==> config.mk <==
export PLATFORM = sky130hd
export DESIGN_NAME = fifo_with_undo_stack
export DESIGN_NICKNAME = d
export VERILOG_FILES = /design/src/rtl/fwus_pkg.sv /design/src/rtl/fifo_with_undo_stack.sv /design/src/rtl/fwus_front.sv /design/src/rtl/fwus_back.sv
export SDC_FILE = /design/constraint.sdc
export NUM_CORES = 2
export LEC_CHECK = 0
export BUFFER_PORTS_ARGS = -buffer_cell sky130_fd_sc_hd__buf_2
export CELL_PAD_IN_SITES_DETAIL_PLACEMENT = 1
export CELL_PAD_IN_SITES_GLOBAL_PLACEMENT = 1
export CORE_ASPECT_RATIO = 0.5
export CORE_MARGIN = 5
export CORE_UTILIZATION = 45
export CTS_CLUSTER_DIAMETER = 50
export DETAILED_ROUTE_END_ITERATION = 6
export PLACE_DENSITY = 0.7
export SLEW_MARGIN = 25
export SYNTH_ARGS = -nofsm -noshare
export SYNTH_HDL_FRONTEND = slang
export SYNTH_HIERARCHICAL = 1
export SYNTH_SLANG_ARGS = --single-unit
export TNS_END_PERCENT = 30
==> constraint.sdc <==
create_clock -name clk_i -period 17.9 [get_ports clk_i]
set_input_delay 3.58 -clock clk_i [delete_from_list [all_inputs] [get_ports clk_i]]
set_output_delay 3.58 -clock clk_i [all_outputs]
set_load 0.01 [all_outputs]
==> src/rtl/fwus_pkg.sv <==
// Shared types and codes for the order queue with undo stack.
package fwus_pkg;

  localparam logic [2:0] CMD_PLACE      = 3'd0;
  localparam logic [2:0] CMD_PROCESS    = 3'd1;
  localparam logic [2:0] CMD_UNDO       = 3'd2;
  localparam logic [2:0] CMD_VIEW_PEND  = 3'd3;
  localparam logic [2:0] CMD_VIEW_SERV  = 3'd4;

  localparam logic [2:0] ST_OK          = 3'd0;
  localparam logic [2:0] ST_NONE_PEND   = 3'd1;
  localparam logic [2:0] ST_NONE_SERV   = 3'd2;
  localparam logic [2:0] ST_PEND_FULL   = 3'd3;
  localparam logic [2:0] ST_SERV_FULL   = 3'd4;

  typedef enum logic [2:0] {
    OP_PLACE,
    OP_PROCESS,
    OP_UNDO,
    OP_VIEW_PEND,
    OP_VIEW_SERV
  } op_e;

  typedef struct packed {
    logic [2:0]  command;
    logic [15:0] item_code;
    logic [23:0] price_cents;
  } in_item_t;

  typedef struct packed {
    logic [2:0]  status;
    logic [15:0] order_id;
    logic [15:0] item_code_res;
    logic [23:0] price_cents_res;
    logic [4:0]  entry_count;
    logic        last;
  } out_item_t;

  typedef struct packed {
    logic [15:0] id;
    logic [15:0] code;
    logic [23:0] price;
  } entry_t;

  typedef struct packed {
    op_e         op;
    logic [15:0] item_code;
    logic [23:0] price_cents;
  } cmd_t;

endpackage

==> src/rtl/fifo_with_undo_stack.sv <==
// Order queue with undo stack: a FIFO of pending entries and a LIFO of served
// entries. Commands enter a two-entry command buffer and are carried out one at
// a time by the back end, which owns both single-port-read memories and a
// result register. Place and error results are given directly; process and
// undo first read the memory, then write and give the result; a view gives
// one result per listed entry, each read in turn from the memory being
// walked. Output stall holds the back end. Codes 5 to 7 are taken and give
// no result.
module fifo_with_undo_stack import fwus_pkg::*; #(
  parameter int QUEUE_DEPTH = 16,
  parameter int STACK_DEPTH = 16
) (
  input  logic      clk_i,
  input  logic      rst_ni,
  input  logic      in_valid_i,
  output logic      in_stall_o,
  input  in_item_t  in_data_i,
  output logic      out_valid_o,
  input  logic      out_stall_i,
  output out_item_t out_data_o
);

  logic cmd_valid;
  logic cmd_pop;
  cmd_t cmd;

  fwus_front u_front (
    .clk_i       (clk_i),
    .rst_ni      (rst_ni),
    .in_valid_i  (in_valid_i),
    .in_stall_o  (in_stall_o),
    .in_data_i   (in_data_i),
    .cmd_valid_o (cmd_valid),
    .cmd_pop_i   (cmd_pop),
    .cmd_o       (cmd)
  );

  fwus_back #(
    .QUEUE_DEPTH (QUEUE_DEPTH),
    .STACK_DEPTH (STACK_DEPTH)
  ) u_back (
    .clk_i       (clk_i),
    .rst_ni      (rst_ni),
    .cmd_valid_i (cmd_valid),
    .cmd_pop_o   (cmd_pop),
    .cmd_i       (cmd),
    .out_valid_o (out_valid_o),
    .out_stall_i (out_stall_i),
    .out_data_o  (out_data_o)
  );

endmodule

==> src/rtl/fwus_front.sv <==
// Front end: accepts transfers, decodes commands and buffers them for the back end.
module fwus_front import fwus_pkg::*; (
  input  logic     clk_i,
  input  logic     rst_ni,
  input  logic     in_valid_i,
  output logic     in_stall_o,
  input  in_item_t in_data_i,
  output logic     cmd_valid_o,
  input  logic     cmd_pop_i,
  output cmd_t     cmd_o
);

  cmd_t       slot_q [2];
  logic       wr_q, wr_d, rd_q, rd_d;
  logic [1:0] cnt_q, cnt_d;
  logic       known;
  op_e        op;
  logic       push;
  logic       pop;

  always_comb begin
    known = 1'b1;
    op    = OP_PLACE;
    unique case (in_data_i.command)
      CMD_PLACE:     op = OP_PLACE;
      CMD_PROCESS:   op = OP_PROCESS;
      CMD_UNDO:      op = OP_UNDO;
      CMD_VIEW_PEND: op = OP_VIEW_PEND;
      CMD_VIEW_SERV: op = OP_VIEW_SERV;
      default:       known = 1'b0;
    endcase
  end

  assign in_stall_o  = (cnt_q == 2'd2);
  assign push        = in_valid_i && !in_stall_o && known;
  assign cmd_valid_o = (cnt_q != 2'd0);
  assign pop         = cmd_pop_i && cmd_valid_o;
  assign cmd_o       = slot_q[rd_q];

  always_comb begin
    wr_d  = push ? ~wr_q : wr_q;
    rd_d  = pop ? ~rd_q : rd_q;
    cnt_d = cnt_q + 2'(push) - 2'(pop);
  end

  always_ff @(posedge clk_i) begin
    if (push) begin
      slot_q[wr_q] <= '{op: op, item_code: in_data_i.item_code,
                        price_cents: in_data_i.price_cents};
    end
  end

  always_ff @(posedge clk_i or negedge rst_ni) begin
    if (!rst_ni) begin
      wr_q  <= 1'b0;
      rd_q  <= 1'b0;
      cnt_q <= 2'd0;
    end else begin
      wr_q  <= wr_d;
      rd_q  <= rd_d;
      cnt_q <= cnt_d;
    end
  end

endmodule

==> src/rtl/fwus_back.sv <==
// Back end: queue and stack storage, command execution and result register.
module fwus_back import fwus_pkg::*; #(
  parameter int QUEUE_DEPTH = 16,
  parameter int STACK_DEPTH = 16
) (
  input  logic      clk_i,
  input  logic      rst_ni,
  input  logic      cmd_valid_i,
  output logic      cmd_pop_o,
  input  cmd_t      cmd_i,
  output logic      out_valid_o,
  input  logic      out_stall_i,
  output out_item_t out_data_o
);

  localparam int QA  = $clog2(QUEUE_DEPTH);
  localparam int SA  = $clog2(STACK_DEPTH);
  localparam int QCW = $clog2(QUEUE_DEPTH + 1);
  localparam int SCW = $clog2(STACK_DEPTH + 1);
  localparam int IW  = (QCW > SCW) ? QCW : SCW;

  localparam logic S_IDLE = 1'b0;
  localparam logic S_DATA = 1'b1;

  entry_t pmem [QUEUE_DEPTH];
  entry_t smem [STACK_DEPTH];
  entry_t prdata_q, srdata_q;

  logic           state_q, state_d;
  logic [QA-1:0]  head_q, head_d, tail_q, tail_d, pwalk_q, pwalk_d;
  logic [SA-1:0]  swalk_q, swalk_d;
  logic [QCW-1:0] pcnt_q, pcnt_d;
  logic [SCW-1:0] scnt_q, scnt_d;
  logic [IW-1:0]  idx_q, idx_d;
  logic [15:0]    id_q, id_d;
  logic           out_valid_q, out_valid_d;
  out_item_t      out_q, out_d;

  logic           prd_en, srd_en, pwr_en, swr_en;
  logic [QA-1:0]  prd_addr, pwr_addr;
  logic [SA-1:0]  srd_addr, swr_addr;
  entry_t         pwr_data, swr_data;
  logic           out_free, emit, pend_full, serv_full, is_last;
  entry_t         new_entry;

  function automatic logic [QA-1:0] ring_next(input logic [QA-1:0] p);
    return (p == QA'(QUEUE_DEPTH - 1)) ? '0 : p + 1'b1;
  endfunction

  function automatic out_item_t mk_res(input logic [2:0] st, input entry_t e,
                                       input logic [4:0] cnt, input logic lst);
    out_item_t r;
    r.status          = st;
    r.order_id        = e.id;
    r.item_code_res   = e.code;
    r.price_cents_res = e.price;
    r.entry_count     = cnt;
    r.last            = lst;
    return r;
  endfunction

  assign out_free  = !out_valid_q || !out_stall_i;
  assign pend_full = (pcnt_q == QCW'(QUEUE_DEPTH));
  assign serv_full = (scnt_q == SCW'(STACK_DEPTH));
  assign new_entry = '{id: id_q + 16'd1, code: cmd_i.item_code, price: cmd_i.price_cents};

  always_comb begin
    state_d   = state_q;
    head_d    = head_q;
    tail_d    = tail_q;
    pwalk_d   = pwalk_q;
    swalk_d   = swalk_q;
    pcnt_d    = pcnt_q;
    scnt_d    = scnt_q;
    idx_d     = idx_q;
    id_d      = id_q;
    prd_en    = 1'b0;
    srd_en    = 1'b0;
    pwr_en    = 1'b0;
    swr_en    = 1'b0;
    prd_addr  = head_q;
    srd_addr  = SA'(scnt_q - 1'b1);
    pwr_addr  = tail_q;
    swr_addr  = SA'(scnt_q);
    pwr_data  = new_entry;
    swr_data  = prdata_q;
    emit      = 1'b0;
    cmd_pop_o = 1'b0;
    out_d     = mk_res(ST_OK, '0, 5'd0, 1'b1);
    is_last   = 1'b0;

    if (cmd_valid_i && out_free) begin
      unique case (state_q)
        S_IDLE: begin
          unique case (cmd_i.op)
            OP_PLACE: begin
              emit      = 1'b1;
              cmd_pop_o = 1'b1;
              if (pend_full) begin
                out_d = mk_res(ST_PEND_FULL, '0, 5'(pcnt_q), 1'b1);
              end else begin
                id_d   = new_entry.id;
                pwr_en = 1'b1;
                tail_d = ring_next(tail_q);
                pcnt_d = pcnt_q + 1'b1;
                out_d  = mk_res(ST_OK, new_entry, 5'(pcnt_d), 1'b1);
              end
            end
            OP_PROCESS: begin
              if (pcnt_q == '0) begin
                emit      = 1'b1;
                cmd_pop_o = 1'b1;
                out_d     = mk_res(ST_NONE_PEND, '0, 5'd0, 1'b1);
              end else if (serv_full) begin
                emit      = 1'b1;
                cmd_pop_o = 1'b1;
                out_d     = mk_res(ST_SERV_FULL, '0, 5'(scnt_q), 1'b1);
              end else begin
                prd_en  = 1'b1;
                state_d = S_DATA;
              end
            end
            OP_UNDO: begin
              if (scnt_q == '0) begin
                emit      = 1'b1;
                cmd_pop_o = 1'b1;
                out_d     = mk_res(ST_NONE_SERV, '0, 5'd0, 1'b1);
              end else if (pend_full) begin
                emit      = 1'b1;
                cmd_pop_o = 1'b1;
                out_d     = mk_res(ST_PEND_FULL, '0, 5'(pcnt_q), 1'b1);
              end else begin
                srd_en  = 1'b1;
                state_d = S_DATA;
              end
            end
            OP_VIEW_PEND: begin
              if (pcnt_q == '0) begin
                emit      = 1'b1;
                cmd_pop_o = 1'b1;
                out_d     = mk_res(ST_NONE_PEND, '0, 5'd0, 1'b1);
              end else begin
                prd_en  = 1'b1;
                pwalk_d = ring_next(head_q);
                idx_d   = IW'(1);
                state_d = S_DATA;
              end
            end
            OP_VIEW_SERV: begin
              if (scnt_q == '0) begin
                emit      = 1'b1;
                cmd_pop_o = 1'b1;
                out_d     = mk_res(ST_NONE_SERV, '0, 5'd0, 1'b1);
              end else begin
                srd_en  = 1'b1;
                swalk_d = SA'(scnt_q - 2'd2);
                idx_d   = IW'(1);
                state_d = S_DATA;
              end
            end
            default: ;
          endcase
        end
        S_DATA: begin
          emit = 1'b1;
          unique case (cmd_i.op)
            OP_PROCESS: begin
              swr_en    = 1'b1;
              head_d    = ring_next(head_q);
              pcnt_d    = pcnt_q - 1'b1;
              scnt_d    = scnt_q + 1'b1;
              out_d     = mk_res(ST_OK, prdata_q, 5'(scnt_d), 1'b1);
              cmd_pop_o = 1'b1;
              state_d   = S_IDLE;
            end
            OP_UNDO: begin
              pwr_en    = 1'b1;
              pwr_data  = srdata_q;
              tail_d    = ring_next(tail_q);
              pcnt_d    = pcnt_q + 1'b1;
              scnt_d    = scnt_q - 1'b1;
              out_d     = mk_res(ST_OK, srdata_q, 5'(pcnt_d), 1'b1);
              cmd_pop_o = 1'b1;
              state_d   = S_IDLE;
            end
            OP_VIEW_PEND: begin
              is_last = (idx_q == IW'(pcnt_q));
              out_d   = mk_res(ST_OK, prdata_q, 5'(pcnt_q), is_last);
              if (is_last) begin
                cmd_pop_o = 1'b1;
                state_d   = S_IDLE;
              end else begin
                prd_en   = 1'b1;
                prd_addr = pwalk_q;
                pwalk_d  = ring_next(pwalk_q);
                idx_d    = idx_q + 1'b1;
              end
            end
            OP_VIEW_SERV: begin
              is_last = (idx_q == IW'(scnt_q));
              out_d   = mk_res(ST_OK, srdata_q, 5'(scnt_q), is_last);
              if (is_last) begin
                cmd_pop_o = 1'b1;
                state_d   = S_IDLE;
              end else begin
                srd_en   = 1'b1;
                srd_addr = swalk_q;
                swalk_d  = swalk_q - 1'b1;
                idx_d    = idx_q + 1'b1;
              end
            end
            default: begin
              emit      = 1'b0;
              cmd_pop_o = 1'b1;
              state_d   = S_IDLE;
            end
          endcase
        end
        default: state_d = S_IDLE;
      endcase
    end

    if (emit) begin
      out_valid_d = 1'b1;
    end else if (!out_stall_i) begin
      out_valid_d = 1'b0;
    end else begin
      out_valid_d = out_valid_q;
    end
  end

  always_ff @(posedge clk_i) begin
    if (pwr_en) begin
      pmem[pwr_addr] <= pwr_data;
    end
    if (prd_en) begin
      prdata_q <= pmem[prd_addr];
    end
  end

  always_ff @(posedge clk_i) begin
    if (swr_en) begin
      smem[swr_addr] <= swr_data;
    end
    if (srd_en) begin
      srdata_q <= smem[srd_addr];
    end
  end

  always_ff @(posedge clk_i) begin
    if (emit) begin
      out_q <= out_d;
    end
  end

  always_ff @(posedge clk_i or negedge rst_ni) begin
    if (!rst_ni) begin
      state_q     <= S_IDLE;
      head_q      <= '0;
      tail_q      <= '0;
      pwalk_q     <= '0;
      swalk_q     <= '0;
      pcnt_q      <= '0;
      scnt_q      <= '0;
      idx_q       <= '0;
      id_q        <= '0;
      out_valid_q <= 1'b0;
    end else begin
      state_q     <= state_d;
      head_q      <= head_d;
      tail_q      <= tail_d;
      pwalk_q     <= pwalk_d;
      swalk_q     <= swalk_d;
      pcnt_q      <= pcnt_d;
      scnt_q      <= scnt_d;
      idx_q       <= idx_d;
      id_q        <= id_d;
      out_valid_q <= out_valid_d;
    end
  end

  assign out_valid_o = out_valid_q;
  assign out_data_o  = out_q;

endmodule

Word level (Yosys, flattened, before mapping)
Memory sizes are Yosys's and may differ from the RTL's. A register that Yosys moved wholly into a read port is not among the register bits.
Index checks and enable logic that the tools add are counted.
- flip-flop bits (word level): 118
- bits in writable memories: 1878
- bits of input ports: 47
- output and inout port bits: 67
- word-level logic and storage cells: 199
- memories kept: 3
- add/sub/neg operators: 13
- equal/unequal tests: 35
- mux-type cells: 101
- bitwise gates (word level): 4
- reduce and logical (&&, ||, !) cells: 24
- memories (name ; words ; bits a word ; rd ports ; clocked after Yosys merged registers in ; write ports ; line ; source):
    u_back.pmem ; 16 ; 56 ; 1 ; 1 ; 1 ; fwus_back.sv:25 ; entry_t pmem [QUEUE_DEPTH];
    u_back.smem ; 16 ; 56 ; 1 ; 1 ; 1 ; fwus_back.sv:26 ; entry_t smem [STACK_DEPTH];
    u_front.slot_q ; 2 ; 43 ; 1 ; 0 ; 1 ; fwus_front.sv:13 ; cmd_t slot_q [2];
- operators with widths (operator ; count):
    65-bit case mux with 5 select lines ; 1
    62-bit case mux with 4 select lines ; 1
    65-bit two-way mux ; 3
    64-bit two-way mux ; 3
    56-bit two-way mux ; 3
    65-bit case mux with 2 select lines ; 1
    4-bit two-way mux ; 22
    63-bit two-way mux ; 1
    5-bit case mux with 2 select lines ; 6
    1-bit two-way mux ; 38
    5-bit two-way mux ; 6
    4-bit case mux with 2 select lines ; 3
    1-bit case mux with 2 select lines ; 10
    2-bit != test, second input constant ; 9
    3-bit != test, second input constant ; 6
    16-bit by 1-bit adder with 16-bit output, second input constant ; 1
    5-bit by 1-bit adder with 5-bit output, second input constant ; 3
    4-bit by 1-bit adder with 4-bit output, second input constant ; 3
    3-bit by 2-bit == test with 1-bit output, second input constant ; 4
    4-bit == test, second input constant ; 3
    3-bit case mux with 4 select lines ; 1
    4-bit AND reduction ; 3
    5-bit == test ; 2
    5-bit == test, second input constant ; 2
    other kinds (24) ; 42

Logic depth before layout (Yosys ltp)
- word-level depth: 8
- gate-level depth with buffers: 18
- gate-level depth less buffers: 15

Cells and area by module
Netlist, hierarchy kept.
- modules (own cells, without submodules) (module ; instances ; cells each ; area each (µm²) ; sequential area each (µm²)):
    fwus_back ; 1 ; 4501 ; 78685.5 ; 60352.9
    fwus_front ; 1 ; 156 ; 3550.9 ; 2682.6

Worst setup path after synthesis
Ideal clock, no wire load.
- kind: in2reg
- from: input port out_stall_i
- to: register u_back.out_q (netlist bit u_back/out_data_o[0]), enable pin
- library setup time: 0.580 ns
- arrival time: 8.831 ns
- data required time: 17.320 ns
- setup slack: 8.489 ns
- cell stages on the path: 4
- path buffers: 0
- path through: a21bo_2 > nor2_1 > nand2_1 > o21ai_0
- cells in the longest elaborated chain, start to end: 4
- RTL lines (element ; line ; source):
    from (decl) ; fifo_with_undo_stack.sv:19 ; input logic out_stall_i,
    1-bit zero test ; fwus_back.sv:62 ; assign out_free = !out_valid_q || !out_stall_i;
    1-bit logical OR ; fwus_back.sv:62 ;
    1-bit logical AND ; fwus_back.sv:92 ; if (cmd_valid_i && out_free) begin
    1-bit two-way mux ; fwus_back.sv:92 ;
    net u_back.emit ; fwus_back.sv:43 ; logic out_free, emit, pend_full, serv_full, is_last;
    to (signal assigned) ; fwus_back.sv:252 ; out_q <= out_d;
    to (decl) ; fwus_back.sv:37 ; out_item_t out_q, out_d;
The timed path passes the listed nets, and every way through them passes these cells.
A chain may end at the register's enable or synchronous reset.

Worst setup path in the final report
- from: input port out_stall_i
- to: register u_back/prdata_q[42] (netlist name)
- cells in the longest elaborated chain, start to end: 4
- elaborated cells between the ends (all ways): 5
- those cells by class: 2 x mux; 3 x reduce/logical
- RTL lines (element ; line):
    1-bit zero test * ; fwus_back.sv:62
    1-bit logical OR * ; fwus_back.sv:62
    1-bit logical AND * ; fwus_back.sv:92
    4-bit two-way mux or 1-bit two-way mux (tied branches) ; fwus_back.sv:92
Every way passes the cells marked *; elsewhere a longest branch is shown, timed or not.

==> results.cfg <==
[cts]
cts-htree-levels = 4
tritoncts = yes
cts_buffer_depth = 3
cts_made_buffers = 185
root_buffer = clkbuf_16
cts_hold_buf = 0
cts.clk_slew.worst_paths_ps = 60
clkLatencyLatePin_ps = 830
cts.repair.resized = 0
clock-sinks = 2108
cts_setup_buffers = 0

[min_path]
holdPathStages = 1
min_path_type = flip-flop to flip-flop

[run_status]
status = complete, but fails checks
violations = DRC

[synthesis]
ys.flop_type = edfxtp_1
async_flop_share_pct = 2.51
synth_warnings = 6
yosysTopAreaCell = edfxtp_1
synth_top_family_by_area = multiplexers
syn-cell-area_mm2 = 0.0822
ys_top_cells_by_area = edfxtp_1, mux2i_1, o22ai_1
synth-seq-cells = 2108
netlist.area_leader.share_pct = 75.0
syn_inst = 4657
synth_seq_area_share_pct = 76.7
synth_cell_types = 67
synth_fa_ha_area_share_pct = 0.350
syn_nets = 4727
synth.area.mux_share_pct = 11.8
synth_compound_area_share_pct = 5.18
avgSynthCellArea_um2 = 17.7
synth-xor-area-share_pct = 0.724
synth_simple_gate_area_share_pct = 3.33
synth-edff-count = 2055

[drt]
vias = 45556
final_antenna_net_count = 0
route.detailed.drc = 1
first_pass_iters = 7
dr.first_iter.drc_count = 5320
vias_per_cell = 6.18
wirelength_um = 235000
wl_per_cell_um = 31.9

[setup_path]
worstSetupEndpointType = flip-flop
path_max_fanout = 145
rr_startpoint = u_front/rd_q
rrSetupSlack_ps = 12210
r2r-end = u_back/srdata_q[36]
critPathKind = input port to flip-flop
cp-start-kind = input port
setup.worst_path.end = u_back/prdata_q[42]
crit_start = out_stall_i
rr_worst_depth = 10
worstPathArrival_ps = 8480
cpPeakStageDelay_ps = 820
slowest_stage = buf_4
path_cells = buf_2, a21bo_2, nor2_4, o2111a_2, mux2i_4, buf_6, buf_4, buf_12, mux2i_1, o22ai_1, or4_1
required_ps = 18430

[sta]
fin_crit_ps = 7950
timing.final.ws_setup_ps = 9950
finalCritPeriodShare_pct = 44.4
max_freq_mhz = 126
skew_ps = 34.9
finalSetupViolCount = 0
worst_pin_slew_ps = 1180
finalHoldViolations = 0
hold_slack_ps = 505
slew_viol_final = 0
rsz0062_at_grt = false
fin_setup_tns_ps = 0
relSlewSlack_pct = 21.4

[global_route]
grt_pass1_wl_um = 332000
antenna_found_initial = 14
grt_pass1_vias = 46344
grt_max_degree = 146
overflow = 0
grt_usage_pct = 23.8

[finish]
fill_cells = 16740
drive_gt1_share_pct = 12.6
multiInputGateArea_mm2 = 0.0181
final-seq-area_mm2 = 0.0630
area_growth_pct = 11.6
fin_nets = 4876

[die]
rows = 110
die_w_um = 615
ios = 114
die_area_mm2 = 0.192
core_area_mm2 = 0.181
start_util_pct = 45.5
die_h_um = 312

[power_and_ir_drop]
p_int_mw = 10.5
p_per_area_mw_per_mm2 = 176
finalPower_mw = 16.1
switching_power_mw = 5.66
total_leakage_power_nw = 32.3
switching_share_pct = 35.1
vdd.ir_drop.worst_uv = 207
clock_power_share_pct = 24.7
p_seq_share_pct = 44.0
p_comb_share_pct = 31.3

[placed_design]
routabilityCongestion = 0.847
dp_slack_ps = 8670
portBuffers = 113
hpwl_um = 130000

[job]
timing.max_cap.violations = 0
-- per-layer routing --
| metal | part of all wire [%] | wire [µm] | GRT usage, % |
|---|---|---|---|
| met1 | 42 | 99500 | 34.6 |
| met2 | 46 | 109000 | 37.2 |
| met3 | 9.1 | 21500 | 4.18 |
| met4 | 2.4 | 5720 | 6.70 |
| met5 | 0 | 0 | 0 |
-- synth_stat cells (all sizes together), types with 9 or more instances --
cell type  number
xnor2          42
dfrtp          53
nor2           81
a22oi          57
nor3           15
o22ai         473
and3           11
nand3          28
and2            9
a21oi          46
or4           113
nand2         243
mux2           46
ha             23
buf           186
clkbuf         83
inv            17
mux2i         905
xor2           26
edfxtp       2055
o21ai          71
-- flip-flops by register name, summed over array words and instances (netlist names) --
name / count
u_front/rd_q: 1
u_back/srdata_q: 56
u_back/id_q: 16
u_back/pwr_addr: 4
u_back/pcnt_q: 5
u_front/wr_q: 1
u_back/out_data_o: 65
u_back/pmem: 896
u_front/slot_q: 86
u_back/state_q: 1
u_back/out_valid_o: 1
u_back/swalk_q: 4
u_back/prdata_q: 56
u_front/cnt_q: 2
u_back/head_q: 4
u_back/pwalk_q: 4
u_back/scnt_q: 5
u_back/idx_q: 5
u_back/smem: 896
-- per-stage QoR --
| stage | instances | util [%] | cell area, µm² |
|---|---|---|---|
| after floorplan | 4657 | - | 82200 |
| after global routing | 7375 | 50.7 | 91800 |
| after CTS | 7369 | 50.7 | 91600 |
| final | 7376 | 50.7 | 91800 |
| after detailed placement | 7024 | 47.4 | 85700 |
| after global placement | 7020 | 47.3 | 85600 |
-- power groups by stage --
stage / clock, mW / combinational, mW / sequential, mW
floorplan: 0 / 3.49 / 6.80
global placement: 0 / 4.80 / 7.11
detailed placement: 0 / 4.96 / 7.15
CTS: 4.04 / 5.00 / 7.05
global route: 4.28 / 5.30 / 7.11
finish: 3.98 / 5.04 / 7.10
-- cell families after synthesis --
logic type / count (synthesis)
AOI/OAI and AO/OA: 679
xor gates and xnor gates: 68
adders and majority gates: 23
buffers and inverters: 286
DFF: 2108
muxes: 951
and+or+nand+nor: 542
-- critical path, delay by kind of cell --
kind / cells / cell delay (ps)
AOI/OAI and AO/OA: 3 / 830
and+or+nand+nor: 2 / 810
muxes: 2 / 580
buffers and inverters: 4 / 2270
-- cell type report --
class                   instances  share of cell area [%]
clock buffers                 226                    5.35
clock inverters               119                    1.14
flip-flops and latches       2108                    68.7
inverters                      17                  0.0695
diodes                          4                  0.0109
well taps                    2408                    3.28
repair buffers                231                    1.75
multi-input cells            2263                    19.7
-- worst min path at each step --
stage / start / to
after floorplan: u_front/cnt_q[1] / u_front/cnt_q[1]
after global routing: u_front/cnt_q[1] / u_front/cnt_q[1]
final: u_front/cnt_q[1] / u_front/cnt_q[1]
after detailed placement: u_front/cnt_q[1] / u_front/cnt_q[1]
after global placement: u_back/id_q[15] / u_back/id_q[15]
after CTS: u_front/cnt_q[1] / u_front/cnt_q[1]
-- cell usage in the layout (no fill, tap or decap), drive strengths merged, types with 42 or more instances in the layout --
cell type / netlist / layout
edfxtp: 2055 / 2055
mux2i: 905 / 905
o22ai: 473 / 473
nand2: 243 / 243
buf: 186 / 231
clkbuf: 83 / 226
or4: 113 / 113
clkinv: 0 / 85
nor2: 81 / 81
o21ai: 71 / 71
a22oi: 57 / 57
dfrtp: 53 / 53
a21oi: 46 / 46
mux2: 46 / 46
xnor2: 42 / 42
No activity file was read; power rests on OpenSTA's default activity.
